`src/sv/piarx_pkg.sv`:
```
// Shared widths, register indexes and handshake types for the PI loop with ARX plant.
package piarx_pkg;

	// Signal and coefficient formats
	localparam int SIG_W   = 32;            // Q16.16 signals
	localparam int CF_W    = 16;            // Q4.12 coefficients
	localparam int DT_W    = 16;            // Q0.16 sample period
	localparam int U_SHIFT = 28;            // PI sum is Q.44
	localparam int Y_SHIFT = 12;            // ARX sum is Q.28
	localparam int P_SHIFT = 16;            // kp term alignment within the PI sum

	// Digit-serial multiplier
	localparam int DIG_W   = 8;
	localparam int MC_W    = SIG_W + 1;     // widest multiplicand is e - e1
	localparam int KIT_W   = CF_W + DT_W + 1;
	localparam int MR_W    = ((KIT_W + DIG_W - 1) / DIG_W) * DIG_W;
	localparam int PR_W    = MC_W + MR_W;
	localparam int NDIG_W  = $clog2(MR_W / DIG_W + 1);
	localparam int CF_DIG  = (CF_W + DIG_W - 1) / DIG_W;
	localparam int DT_DIG  = DT_W / DIG_W + 1;
	localparam int KIT_DIG = MR_W / DIG_W;

	localparam int ACC_W   = CF_W + MC_W + P_SHIFT + 3;

	localparam logic signed [SIG_W-1:0] SIG_MAX = {1'b0, {(SIG_W-1){1'b1}}};
	localparam logic signed [SIG_W-1:0] SIG_MIN = {1'b1, {(SIG_W-1){1'b0}}};

	// Configuration port
	localparam int CFG_IDX_W  = 4;
	localparam int CFG_DATA_W = 16;
	localparam logic [CFG_IDX_W-1:0] REG_KP = 4'd0;
	localparam logic [CFG_IDX_W-1:0] REG_KI = 4'd1;
	localparam logic [CFG_IDX_W-1:0] REG_DT = 4'd2;
	localparam logic [CFG_IDX_W-1:0] REG_A1 = 4'd3;
	localparam logic [CFG_IDX_W-1:0] REG_A0 = 4'd4;
	localparam logic [CFG_IDX_W-1:0] REG_B2 = 4'd5;
	localparam logic [CFG_IDX_W-1:0] REG_B1 = 4'd6;
	localparam logic [CFG_IDX_W-1:0] REG_B0 = 4'd7;
	localparam logic [DT_W-1:0]      DT_RESET = 16'd655;

	typedef struct packed {
		logic              start;
		logic [NDIG_W-1:0] ndig;
	} mul_cmd_t;

	typedef struct packed {
		logic busy;
		logic done;
	} mul_sts_t;

endpackage

```
`src/sv/pi_loop_with_arx_plant_step_top.sv`:
```
// Top level: incremental PI controller driving a second-order ARX plant, one sample per transfer.
// Each accepted reference sample yields one result: loop error, control value, plant
// output and a clip flag. After reset the first two samples return zeros and leave the
// loop state alone. From input transfer to result a sample goes through the error step,
// eight products on a shared radix-256 digit-serial multiplier (20 digit steps in all,
// each product issued and then accumulated), rounding and saturation of the control and
// plant sums and the load of the output register; a warm-up sample goes straight to the
// output register. A new sample is taken once the previous one sits in the output register.
// Coefficient writes take effect on the next sample and must be made while idle.
module pi_loop_with_arx_plant_step_top (
	input  logic                                   clk,
	input  logic                                   arst_n,
	input  logic                                   cfg_wr_en,
	input  logic [piarx_pkg::CFG_IDX_W-1:0]        cfg_index,
	input  logic [piarx_pkg::CFG_DATA_W-1:0]       cfg_data,
	input  logic                                   in_valid,
	output logic                                   in_stall,
	input  logic signed [31:0]                     reference,
	output logic                                   out_valid,
	input  logic                                   out_stall,
	output logic signed [31:0]                     loop_error,
	output logic signed [31:0]                     control_value,
	output logic signed [31:0]                     plant_output,
	output logic                                   saturated
);
	import piarx_pkg::*;

	typedef enum logic [2:0] {
		ST_IDLE, ST_ERR, ST_ISSUE, ST_MUL, ST_RND, ST_OUT
	} state_t;

	typedef enum logic [2:0] {
		OP_KIT, OP_KP, OP_KI, OP_A1, OP_A0, OP_B2, OP_B1, OP_B0
	} op_t;

	typedef struct packed {
		logic                    clip;
		logic signed [SIG_W-1:0] val;
	} sat_t;

	localparam logic [1:0] WARM_DONE = 2'd2;
	localparam logic signed [ACC_W-1:0] U_HALF = ACC_W'(1) <<< (U_SHIFT - 1);
	localparam logic signed [ACC_W-1:0] Y_HALF = ACC_W'(1) <<< (Y_SHIFT - 1);

	function automatic sat_t sat_sig(input logic signed [ACC_W-1:0] v);
		sat_t r;
		logic hi_ones;
		logic hi_zeros;
		hi_ones  = &v[ACC_W-1:SIG_W-1];
		hi_zeros = ~|v[ACC_W-1:SIG_W-1];
		r.clip   = !(hi_ones || hi_zeros);
		r.val    = (hi_ones || hi_zeros) ? v[SIG_W-1:0] : (v[ACC_W-1] ? SIG_MIN : SIG_MAX);
		return r;
	endfunction

	// Configuration registers
	logic signed [CF_W-1:0] kp_q, ki_q, a1_q, a0_q, b2_q, b1_q, b0_q;
	logic        [DT_W-1:0] dt_q;

	always_ff @(posedge clk or negedge arst_n) begin
		if (!arst_n) begin
			kp_q <= '0;
			ki_q <= '0;
			dt_q <= DT_RESET;
			a1_q <= '0;
			a0_q <= '0;
			b2_q <= '0;
			b1_q <= '0;
			b0_q <= '0;
		end else if (cfg_wr_en) begin
			unique case (cfg_index)
				REG_KP: kp_q <= cfg_data[CF_W-1:0];
				REG_KI: ki_q <= cfg_data[CF_W-1:0];
				REG_DT: dt_q <= cfg_data[DT_W-1:0];
				REG_A1: a1_q <= cfg_data[CF_W-1:0];
				REG_A0: a0_q <= cfg_data[CF_W-1:0];
				REG_B2: b2_q <= cfg_data[CF_W-1:0];
				REG_B1: b1_q <= cfg_data[CF_W-1:0];
				REG_B0: b0_q <= cfg_data[CF_W-1:0];
				default: ;
			endcase
		end
	end

	// Sequencer and datapath registers
	state_t                    state_q;
	op_t                       op_q;
	logic [1:0]                warm_q;
	logic                      warm_item_q;
	logic signed [SIG_W-1:0]   ref_q, e_q, u_q, y_q;
	logic signed [SIG_W-1:0]   e1_q, u1_q, u2_q, y1_q, y2_q;
	logic signed [KIT_W-1:0]   kit_q;
	logic signed [ACC_W-1:0]   acc_q;
	logic                      clip_q;
	logic                      out_valid_q;
	logic signed [SIG_W-1:0]   out_e_q, out_u_q, out_y_q;
	logic                      out_sat_q;

	// Multiplier hookup
	mul_cmd_t                  mul_cmd;
	mul_sts_t                  mul_sts;
	logic signed [MC_W-1:0]    mcand;
	logic        [MR_W-1:0]    mplier;
	logic signed [PR_W-1:0]    product;
	logic signed [ACC_W-1:0]   pa;

	always_comb begin
		mcand       = '0;
		mplier      = '0;
		mul_cmd.ndig = NDIG_W'(CF_DIG);
		case (op_q)
			OP_KIT: begin
				mcand        = MC_W'(ki_q);
				mplier       = {{DIG_W{1'b0}}, dt_q, {(MR_W-DIG_W-DT_W){1'b0}}};
				mul_cmd.ndig = NDIG_W'(DT_DIG);
			end
			OP_KP: begin
				mcand  = MC_W'(e_q) - MC_W'(e1_q);
				mplier = {kp_q, {(MR_W-CF_W){1'b0}}};
			end
			OP_KI: begin
				mcand        = MC_W'(e_q);
				mplier       = {{(MR_W-KIT_W){kit_q[KIT_W-1]}}, kit_q};
				mul_cmd.ndig = NDIG_W'(KIT_DIG);
			end
			OP_A1: begin
				mcand  = MC_W'(y1_q);
				mplier = {a1_q, {(MR_W-CF_W){1'b0}}};
			end
			OP_A0: begin
				mcand  = MC_W'(y2_q);
				mplier = {a0_q, {(MR_W-CF_W){1'b0}}};
			end
			OP_B2: begin
				mcand  = MC_W'(u_q);
				mplier = {b2_q, {(MR_W-CF_W){1'b0}}};
			end
			OP_B1: begin
				mcand  = MC_W'(u1_q);
				mplier = {b1_q, {(MR_W-CF_W){1'b0}}};
			end
			OP_B0: begin
				mcand  = MC_W'(u2_q);
				mplier = {b0_q, {(MR_W-CF_W){1'b0}}};
			end
			default: ;
		endcase
		mul_cmd.start = (state_q == ST_ISSUE);
	end

	piarx_dmul u_dmul (
		.clk     (clk),
		.arst_n  (arst_n),
		.cmd     (mul_cmd),
		.mcand   (mcand),
		.mplier  (mplier),
		.sts     (mul_sts),
		.product (product)
	);

	assign pa = ACC_W'(product);

	// Error, rounding and saturation
	logic signed [MC_W-1:0]  e_diff;
	sat_t                    e_sat;
	logic                    rnd_u;
	logic signed [ACC_W-1:0] rsum;
	logic signed [ACC_W-1:0] rshift;
	sat_t                    rnd;
	logic                    out_free;

	always_comb begin
		e_diff   = MC_W'(ref_q) - MC_W'(y1_q);
		e_sat    = sat_sig(ACC_W'(e_diff));
		rnd_u    = (op_q == OP_A1);
		rsum     = acc_q + (rnd_u ? U_HALF : Y_HALF);
		rshift   = rnd_u ? (rsum >>> U_SHIFT) : (rsum >>> Y_SHIFT);
		rnd      = sat_sig(rshift);
		out_free = !out_valid_q || !out_stall;
	end

	always_ff @(posedge clk or negedge arst_n) begin
		if (!arst_n) begin
			state_q     <= ST_IDLE;
			op_q        <= OP_KIT;
			warm_q      <= '0;
			warm_item_q <= 1'b0;
			ref_q       <= '0;
			e_q         <= '0;
			u_q         <= '0;
			y_q         <= '0;
			e1_q        <= '0;
			u1_q        <= '0;
			u2_q        <= '0;
			y1_q        <= '0;
			y2_q        <= '0;
			kit_q       <= '0;
			acc_q       <= '0;
			clip_q      <= 1'b0;
			out_valid_q <= 1'b0;
			out_e_q     <= '0;
			out_u_q     <= '0;
			out_y_q     <= '0;
			out_sat_q   <= 1'b0;
		end else begin
			// ST_OUT reloads the output register itself
			if (out_valid_q && !out_stall && state_q != ST_OUT)
				out_valid_q <= 1'b0;
			unique case (state_q)
				ST_IDLE: begin
					if (in_valid) begin
						ref_q <= reference;
						if (warm_q != WARM_DONE) begin
							warm_item_q <= 1'b1;
							state_q     <= ST_OUT;
						end else begin
							warm_item_q <= 1'b0;
							state_q     <= ST_ERR;
						end
					end
				end
				ST_ERR: begin
					e_q     <= e_sat.val;
					clip_q  <= e_sat.clip;
					op_q    <= OP_KIT;
					state_q <= ST_ISSUE;
				end
				ST_ISSUE: state_q <= ST_MUL;
				ST_MUL: begin
					if (mul_sts.done) begin
						case (op_q)
							OP_KIT: kit_q <= product[KIT_W-1:0];
							OP_KP:  acc_q <= (ACC_W'(u1_q) <<< U_SHIFT) + (pa <<< P_SHIFT);
							OP_A1:  acc_q <= -pa;
							OP_A0:  acc_q <= acc_q - pa;
							default: acc_q <= acc_q + pa;
						endcase
						op_q    <= op_t'(op_q + 3'd1);
						state_q <= (op_q == OP_KI || op_q == OP_B0) ? ST_RND : ST_ISSUE;
					end
				end
				ST_RND: begin
					// op_q already points past the last product of the sum
					if (rnd_u) begin
						u_q     <= rnd.val;
						state_q <= ST_ISSUE;
					end else begin
						y_q     <= rnd.val;
						state_q <= ST_OUT;
					end
					clip_q <= clip_q | rnd.clip;
				end
				ST_OUT: begin
					if (out_free) begin
						out_valid_q <= 1'b1;
						if (warm_item_q) begin
							out_e_q   <= '0;
							out_u_q   <= '0;
							out_y_q   <= '0;
							out_sat_q <= 1'b0;
							warm_q    <= warm_q + 2'd1;
						end else begin
							out_e_q   <= e_q;
							out_u_q   <= u_q;
							out_y_q   <= y_q;
							out_sat_q <= clip_q;
							e1_q      <= e_q;
							u2_q      <= u1_q;
							u1_q      <= u_q;
							y2_q      <= y1_q;
							y1_q      <= y_q;
						end
						state_q <= ST_IDLE;
					end
				end
				default: state_q <= ST_IDLE;
			endcase
		end
	end

	assign in_stall      = (state_q != ST_IDLE);
	assign out_valid     = out_valid_q;
	assign loop_error    = out_e_q;
	assign control_value = out_u_q;
	assign plant_output  = out_y_q;
	assign saturated     = out_sat_q;

	// Checks
	a_no_restart: assert property (@(posedge clk) disable iff (!arst_n)
		mul_cmd.start |-> !mul_sts.busy)
		else $error("multiplier restarted while busy");

	a_sat_at_rail: assert property (@(posedge clk) disable iff (!arst_n)
		(out_valid && saturated) |->
		(loop_error == SIG_MAX || loop_error == SIG_MIN ||
		 control_value == SIG_MAX || control_value == SIG_MIN ||
		 plant_output == SIG_MAX || plant_output == SIG_MIN))
		else $error("clip flag set with no result on a rail");

	a_warm_zero: assert property (@(posedge clk) disable iff (!arst_n)
		(state_q == ST_OUT && out_free && warm_item_q) |=>
		(out_valid && loop_error == '0 && control_value == '0 &&
		 plant_output == '0 && !saturated))
		else $error("warm-up result not zero");

	a_accept_busy: assert property (@(posedge clk) disable iff (!arst_n)
		(in_valid && !in_stall) |=> (state_q != ST_IDLE))
		else $error("input transfer did not start a sample");

endmodule

```
`src/sv/piarx_dmul.sv`:
```
// Radix-256 digit-serial signed multiplier, most significant digit first.
module piarx_dmul (
	input  logic                                clk,
	input  logic                                arst_n,
	input  piarx_pkg::mul_cmd_t                 cmd,
	input  logic signed [piarx_pkg::MC_W-1:0]   mcand,
	input  logic        [piarx_pkg::MR_W-1:0]   mplier,
	output piarx_pkg::mul_sts_t                 sts,
	output logic signed [piarx_pkg::PR_W-1:0]   product
);
	import piarx_pkg::*;

	logic signed [MC_W-1:0]       mc_q;
	logic        [MR_W-1:0]       mr_q;
	logic        [NDIG_W-1:0]     cnt_q;
	logic                         first_q;
	logic                         busy_q;
	logic                         done_q;
	logic signed [PR_W-1:0]       p_q;

	logic        [DIG_W-1:0]      dig;
	logic signed [DIG_W:0]        dig_s;
	logic signed [MC_W+DIG_W:0]   part;
	logic signed [PR_W-1:0]       p_next;

	// top digit of the multiplier is signed, the rest unsigned
	always_comb begin
		dig    = mr_q[MR_W-1 -: DIG_W];
		dig_s  = first_q ? {dig[DIG_W-1], dig} : {1'b0, dig};
		part   = (MC_W+DIG_W+1)'(mc_q) * (MC_W+DIG_W+1)'(dig_s);
		p_next = (first_q ? PR_W'(0) : (p_q <<< DIG_W)) + PR_W'(part);
	end

	always_ff @(posedge clk or negedge arst_n) begin
		if (!arst_n) begin
			mc_q    <= '0;
			mr_q    <= '0;
			cnt_q   <= '0;
			first_q <= 1'b0;
			busy_q  <= 1'b0;
			done_q  <= 1'b0;
			p_q     <= '0;
		end else begin
			done_q <= 1'b0;
			if (cmd.start) begin
				mc_q    <= mcand;
				mr_q    <= mplier;
				cnt_q   <= cmd.ndig;
				first_q <= 1'b1;
				busy_q  <= 1'b1;
			end else if (busy_q) begin
				p_q     <= p_next;
				mr_q    <= mr_q << DIG_W;
				cnt_q   <= cnt_q - NDIG_W'(1);
				first_q <= 1'b0;
				if (cnt_q == NDIG_W'(1)) begin
					busy_q <= 1'b0;
					done_q <= 1'b1;
				end
			end
		end
	end

	assign sts.busy = busy_q;
	assign sts.done = done_q;
	assign product  = p_q;

endmodule

```
`config.mk`:
```
export PLATFORM = sky130hd
export DESIGN_NAME = pi_loop_with_arx_plant_step_top
export DESIGN_NICKNAME = d
export VERILOG_FILES = /design/src/sv/piarx_pkg.sv /design/src/sv/pi_loop_with_arx_plant_step_top.sv /design/src/sv/piarx_dmul.sv
export SDC_FILE = /design/constraint.sdc
export NUM_CORES = 2
export LEC_CHECK = 0
export ABC_CLOCK_PERIOD_IN_PS = 16400
export BUFFER_PORTS_ARGS = -buffer_cell sky130_fd_sc_hd__buf_2
export CAP_MARGIN = 20
export CORE_MARGIN = 2
export CORE_UTILIZATION = 40
export DETAILED_ROUTE_END_ITERATION = 12
export SLEW_MARGIN = 20
export SYNTH_ARGS = -nofsm -noshare
export SYNTH_HDL_FRONTEND = slang
export SYNTH_HIERARCHICAL = 1
export SYNTH_SLANG_ARGS = --single-unit
```
`constraint.sdc`:
```
create_clock -name clk -period 16.4 [get_ports clk]
set_input_delay 0 -clock clk [delete_from_list [all_inputs] [get_ports clk]]
set_output_delay 0 -clock clk [all_outputs]
set_load 0.01 [all_outputs]
```
Yosys cells after proc, flatten, opt, wreduce, memory -nomap -nowiden:

Index checks and enable logic that the tools add are counted.

* add/sub/neg operators: 11
* $mul: 1
* equal/unequal tests: 25
* mux-type cells: 42
* bitwise operators: 5
* reduce and logical (&&, ||, !) cells: 42

Operators with widths (number)
* case mux 40 bit (8 select lines): 1
* case mux 68 bit (4 select lines): 1
* case mux 33 bit (8 select lines): 1
* 2-to-1 mux 32 bit: 7
* 2-to-1 mux 40 bit: 2
* adder 60 x 68 -> 68 bit: 1
* adder 68 x 29 -> 68 bit: 1
* adder 68 x 42 -> 68 bit: 1
* adder 68 bit: 1
* 2-to-1 mux 68 bit: 1
* negation 68 bit: 1
* subtractor 68 bit: 1
* subtractor 32 x 32 -> 33 bit: 2
* 2-to-1 mux 55 bit: 1
* multiplier 33 x 9 -> 42 bit: 1
* AND reduction 37 bit: 1
* OR reduction 37 bit: 1
* AND reduction 2 bit: 15
* 2-to-1 mux 28 bit: 1
* 2-to-1 mux 3 bit: 9
* == test 3 bit, second input constant: 6
* case mux 3 bit (6 select lines): 1
* == test 4 x 3 -> 1 bit, second input constant: 4
* AND reduction 3 bit: 5
* 24 further kinds: 60

* register bits: 772
* input bits: 57
* logic and storage cells: 162

Longest topological paths before layout:

* depth in word-level cells: 10
* gate-level depth with buffers: 25

Cells and area by module:

Netlist, hierarchy kept.

Modules (own cells, without submodules)
* pi_loop_with_arx_plant_step_top: times used 1, cells an instance 4120, area each 39121.3 µm², seq. area each 15647.5 µm²
* piarx_dmul: times used 1, cells an instance 2431, area each 21668.3 µm², seq. area each 3803.6 µm²

Worst setup path before layout:

Ideal clock, no wire load.

* path type: register to register
* start: register u_dmul.mr_q[32]
* end: register u_dmul.p_q[57] (netlist: u_dmul/product[57])
* library setup time: 0.125 ns
* arrival: 7.226 ns
* data required time: 16.275 ns
* setup slack: 9.049 ns
* stages on the path, launching flop included: 22
* path buffers: 3
* clock period less this slack: 7.351 ns
* path through: dfrtp_1 -> clkbuf_1 -> clkbuf_1 -> nand2_1 -> fa_1 -> inv_1 -> fa_1 -> inv_1 -> fa_1 -> inv_1 -> fa_1 -> fa_1 -> ha_1 -> buf_4 -> nand4_4 -> or3_4 -> or4_1 -> a21o_1 -> a21bo_2 -> and3_1 -> xnor2_1 -> mux2_2

* longest elaborated chain between the ends: 3

RTL lines
* start, declared: line piarx_dmul.sv:14 `logic [MR_W-1:0] mr_q;`
* start signal, assigned: line piarx_dmul.sv:47 `mr_q <= mplier;`
* start signal, assigned: line piarx_dmul.sv:53 `mr_q <= mr_q << DIG_W;`
* 2-to-1 mux 9 bit: line piarx_dmul.sv:29 `dig_s = first_q ? {dig[DIG_W-1], dig} : {1'b0, dig};`
* multiplier 33 x 9 -> 42 bit: line piarx_dmul.sv:30 `part = (MC_W+DIG_W+1)'(mc_q) * (MC_W+DIG_W+1)'(dig_s);`
* adder 68 x 42 -> 68 bit: line piarx_dmul.sv:31 `p_next = (first_q ? PR_W'(0) : (p_q <<< DIG_W)) + PR_W'(part);`
* end signal, assigned: line piarx_dmul.sv:52 `p_q <= p_next;`
* end, declared: line piarx_dmul.sv:19 `logic signed [PR_W-1:0] p_q;`

No other way between the ends.
A chain may end at the register's enable or synchronous reset.

Worst setup path in the final report:

* start: register u_dmul.first_q
* end: register u_dmul.p_q[63] (netlist: u_dmul/product[63])

* longest elaborated chain between the ends: 3
* elaborated cells between the ends (all ways): 4
* those cells by class: add/sub: 1; mul: 1; mux: 2

RTL lines
* start, declared: line piarx_dmul.sv:16 `logic first_q;`
* start signal, assigned: line piarx_dmul.sv:39 `first_q <= 1'b0;`
* start signal, assigned: line piarx_dmul.sv:49 `first_q <= 1'b1;`
* start signal, assigned: line piarx_dmul.sv:55 `first_q <= 1'b0;`
* 2-to-1 mux 9 bit: line piarx_dmul.sv:29
* multiplier 33 x 9 -> 42 bit: line piarx_dmul.sv:30
* adder 68 x 42 -> 68 bit (*): line piarx_dmul.sv:31

Mark *: on every way between the ends. The rest lies on a longest branch, timed or not.

==> metrics <==
GRT Overall Usage 26.9%; WP data required 17000 ps; setup repair after global routing missed its margin false; failing checks hold timing; Hold Fails Final Rpt 1; post-DR wirelength/cell 24.4 microns; Top cell by count, worst path fa_1; status complete, but fails checks; Clock transition at path regs 60 ps; Antenna Nets Post-Route 0; largest net degree at the start of global routing 147; Cells after Synth 6440; critical path's top delay family adder cells; global-route wire length before repair 313000 microns; CP max stage cell buf_4; DRC 0; antenna violations before repair 10; CTS Hold Bufs 56; CP Launch Type register; Tightest Pin Transition 1150 ps; TritonRoute pass-1 iters 8; vias in the first global route 48369; Worst Hold Class primary input to asynchronous set/reset pin; clk sinks 772; CTS Buf Count 84; final core utilization 44.4%; Final Setup Violations 0; die height 391 microns; # rows 141; synthesized cell area 59800 sq um; CP Max Fanout 62; Max Cap Violations 0; number of fill cells 14355; crit-path cells buf_4, nand2_1, buf_4, or2_2, fa_1, fa_1, fa_1, inv_1, buf_4, fa_1, inv_1, fa_1, inv_1, ha_1, nand2_1, nor3_1, nand2_1, a2111oi_1, o21ai_0, a211oi_1, nor3_1, o31ai_1; WP buf/inv 6; Crit path largest cell delay 610 ps; Overflow after GRT 0; max-slew violation total from the final report 0; DR vias 49750; postcts setup bufs 0; min cycle time layout 7450 ps; vias per cell 5.90; core area 148000 sq um; R2R Path Start u_dmul/first_q; Worst-Skew Late Latency 710 ps; post-cts repair resize count 0; Fin Setup TNS 0 ps; critical path capture point type register; flop2flop setup slack 8950 ps; post-DP HPWL 156000 microns; Initial Utilization 40.4%; die area 153000 sq um; Crit Path Category register to register; worst r2r dst u_dmul/product[63]; Layout area overhead 9.98%; H-tree Lvls 3; Longest Clk Path Bufs 3; headroom to the max-slew limit 22.9%; R2R depth 22; crit path DAT 8060 ps; CTS tree built; worst hold slack -9.32 ps; Fmax achieved 134 MHz; layout cell share with drive strength beyond 1 12.8%; CTS root buf clkbuf_16; YS warnings 6; final worst-path cycle share 45.4%; Routed WL 206000 microns; GP Congestion 0.981; die span in x 391 microns; Worst Setup SP u_dmul/first_q; clk_skew 39.0 ps; I/O Pins 156; Mean Syn Cell Area 9.29 sq um; nets@finish 7147; IO Port Bufs 155; Initial DRC Count 4914; Syn Nets 7151
-- area by class of cell --
| class | instances | area [sq um] | area share (%) |
|---|---|---|---|
| antenna | 2 | 5.00 | 0.00760 |
| clock buffer | 119 | 2420 | 3.68 |
| clock inverter | 36 | 478 | 0.726 |
| inverter | 549 | 2060 | 3.13 |
| multi-input combinational | 4722 | 37000 | 56.2 |
| sequential | 772 | 19300 | 29.4 |
| tap | 1930 | 2410 | 3.67 |
| timing repair buffer | 307 | 2080 | 3.17 |
-- worst register-to-register path: stages, from the launching register on --
cell and delay (ps):
dfrtp_2 340, buf_4 610, nand2_1 100, buf_4 290, or2_2 380, fa_1 530, fa_1 470, fa_1 590
inv_1 90, buf_4 270, fa_1 530, inv_1 50, fa_1 480, inv_1 40, ha_1 440, nand2_1 120
nor3_1 320, nand2_1 150, a2111oi_1 520, o21ai_0 360, a211oi_1 360, nor3_1 80, o31ai_1 230
-- registers in the layout, summed over array words and instances, names as in the netlist, 32 cells and up --
| name | count |
|---|---|
| y2_q | 32 |
| y_q | 32 |
| e1_q | 32 |
| u_q | 32 |
| u2_q | 32 |
| u1_q | 32 |
| u_dmul/mr_q | 40 |
| kit_q | 33 |
| u_dmul/mc_q | 33 |
| ref_q | 32 |
| control_value | 32 |
| y1_q | 32 |
| e_q | 32 |
| loop_error | 32 |
| u_dmul/product | 68 |
| acc_q | 68 |
| plant_output | 32 |
-- cell usage in the layout, fill, tap and decap left out, drive strengths merged, types with 42 or more instances in the layout --
| cell | count |
|---|---|
| a21o | 109 |
| clkbuf | 119 |
| mux2i | 42 |
| nand3 | 92 |
| nand2b | 47 |
| mux2 | 350 |
| a222oi | 53 |
| nand4 | 79 |
| buf | 251 |
| ha | 322 |
| dfrtp | 766 |
| nor2b | 95 |
| a221oi | 73 |
| fa | 332 |
| o21ai | 458 |
| and2 | 153 |
| nand2 | 732 |
| a22o | 110 |
| inv | 552 |
| a21oi | 287 |
| nor3 | 80 |
| xor2 | 148 |
| xnor2 | 226 |
| dlygate4sd3 | 56 |
| nor2 | 361 |
-- stage by stage --
| stage | std cells | area, sq um | setup WS, ps |
|---|---|---|---|
| floorplan | 6440 | 59800 | 9280 |
| detailed placement | 8224 | 62300 | 8990 |
| CTS | 8435 | 65800 | 8960 |
| finish | 8437 | 65800 | 8950 |
| global placement | 8223 | 62300 | 9030 |
| global route | 8435 | 65800 | 8600 |
-- worst max path at each step --
stage                                    end  slack (ps)  cells past startpoint
after floorplan           u_dmul/product[57]        9280                     21
final                     u_dmul/product[63]        8950                     22
after detailed placement  u_dmul/product[57]        8990                     20
after CTS                 u_dmul/product[63]        8960                     22
after global placement    u_dmul/product[63]        9030                     22
after global routing      u_dmul/product[63]        8600                     22
-- layer usage --
| metal | global-route usage (%) | wire length, microns | vias up |
|---|---|---|---|
| met5 | 0 | 80 | - |
| met4 | 9.21 | 7970 | 8 |
| met3 | 5.11 | 16000 | 371 |
| met2 | 41.4 | 91700 | 1982 |
| met1 | 37.7 | 90200 | 25073 |
| li1 | - | - | 22316 |
Power is left out: the tool's default activity adds up to more than one toggle a clock period on the data nets, which glitch-free logic cannot reach.
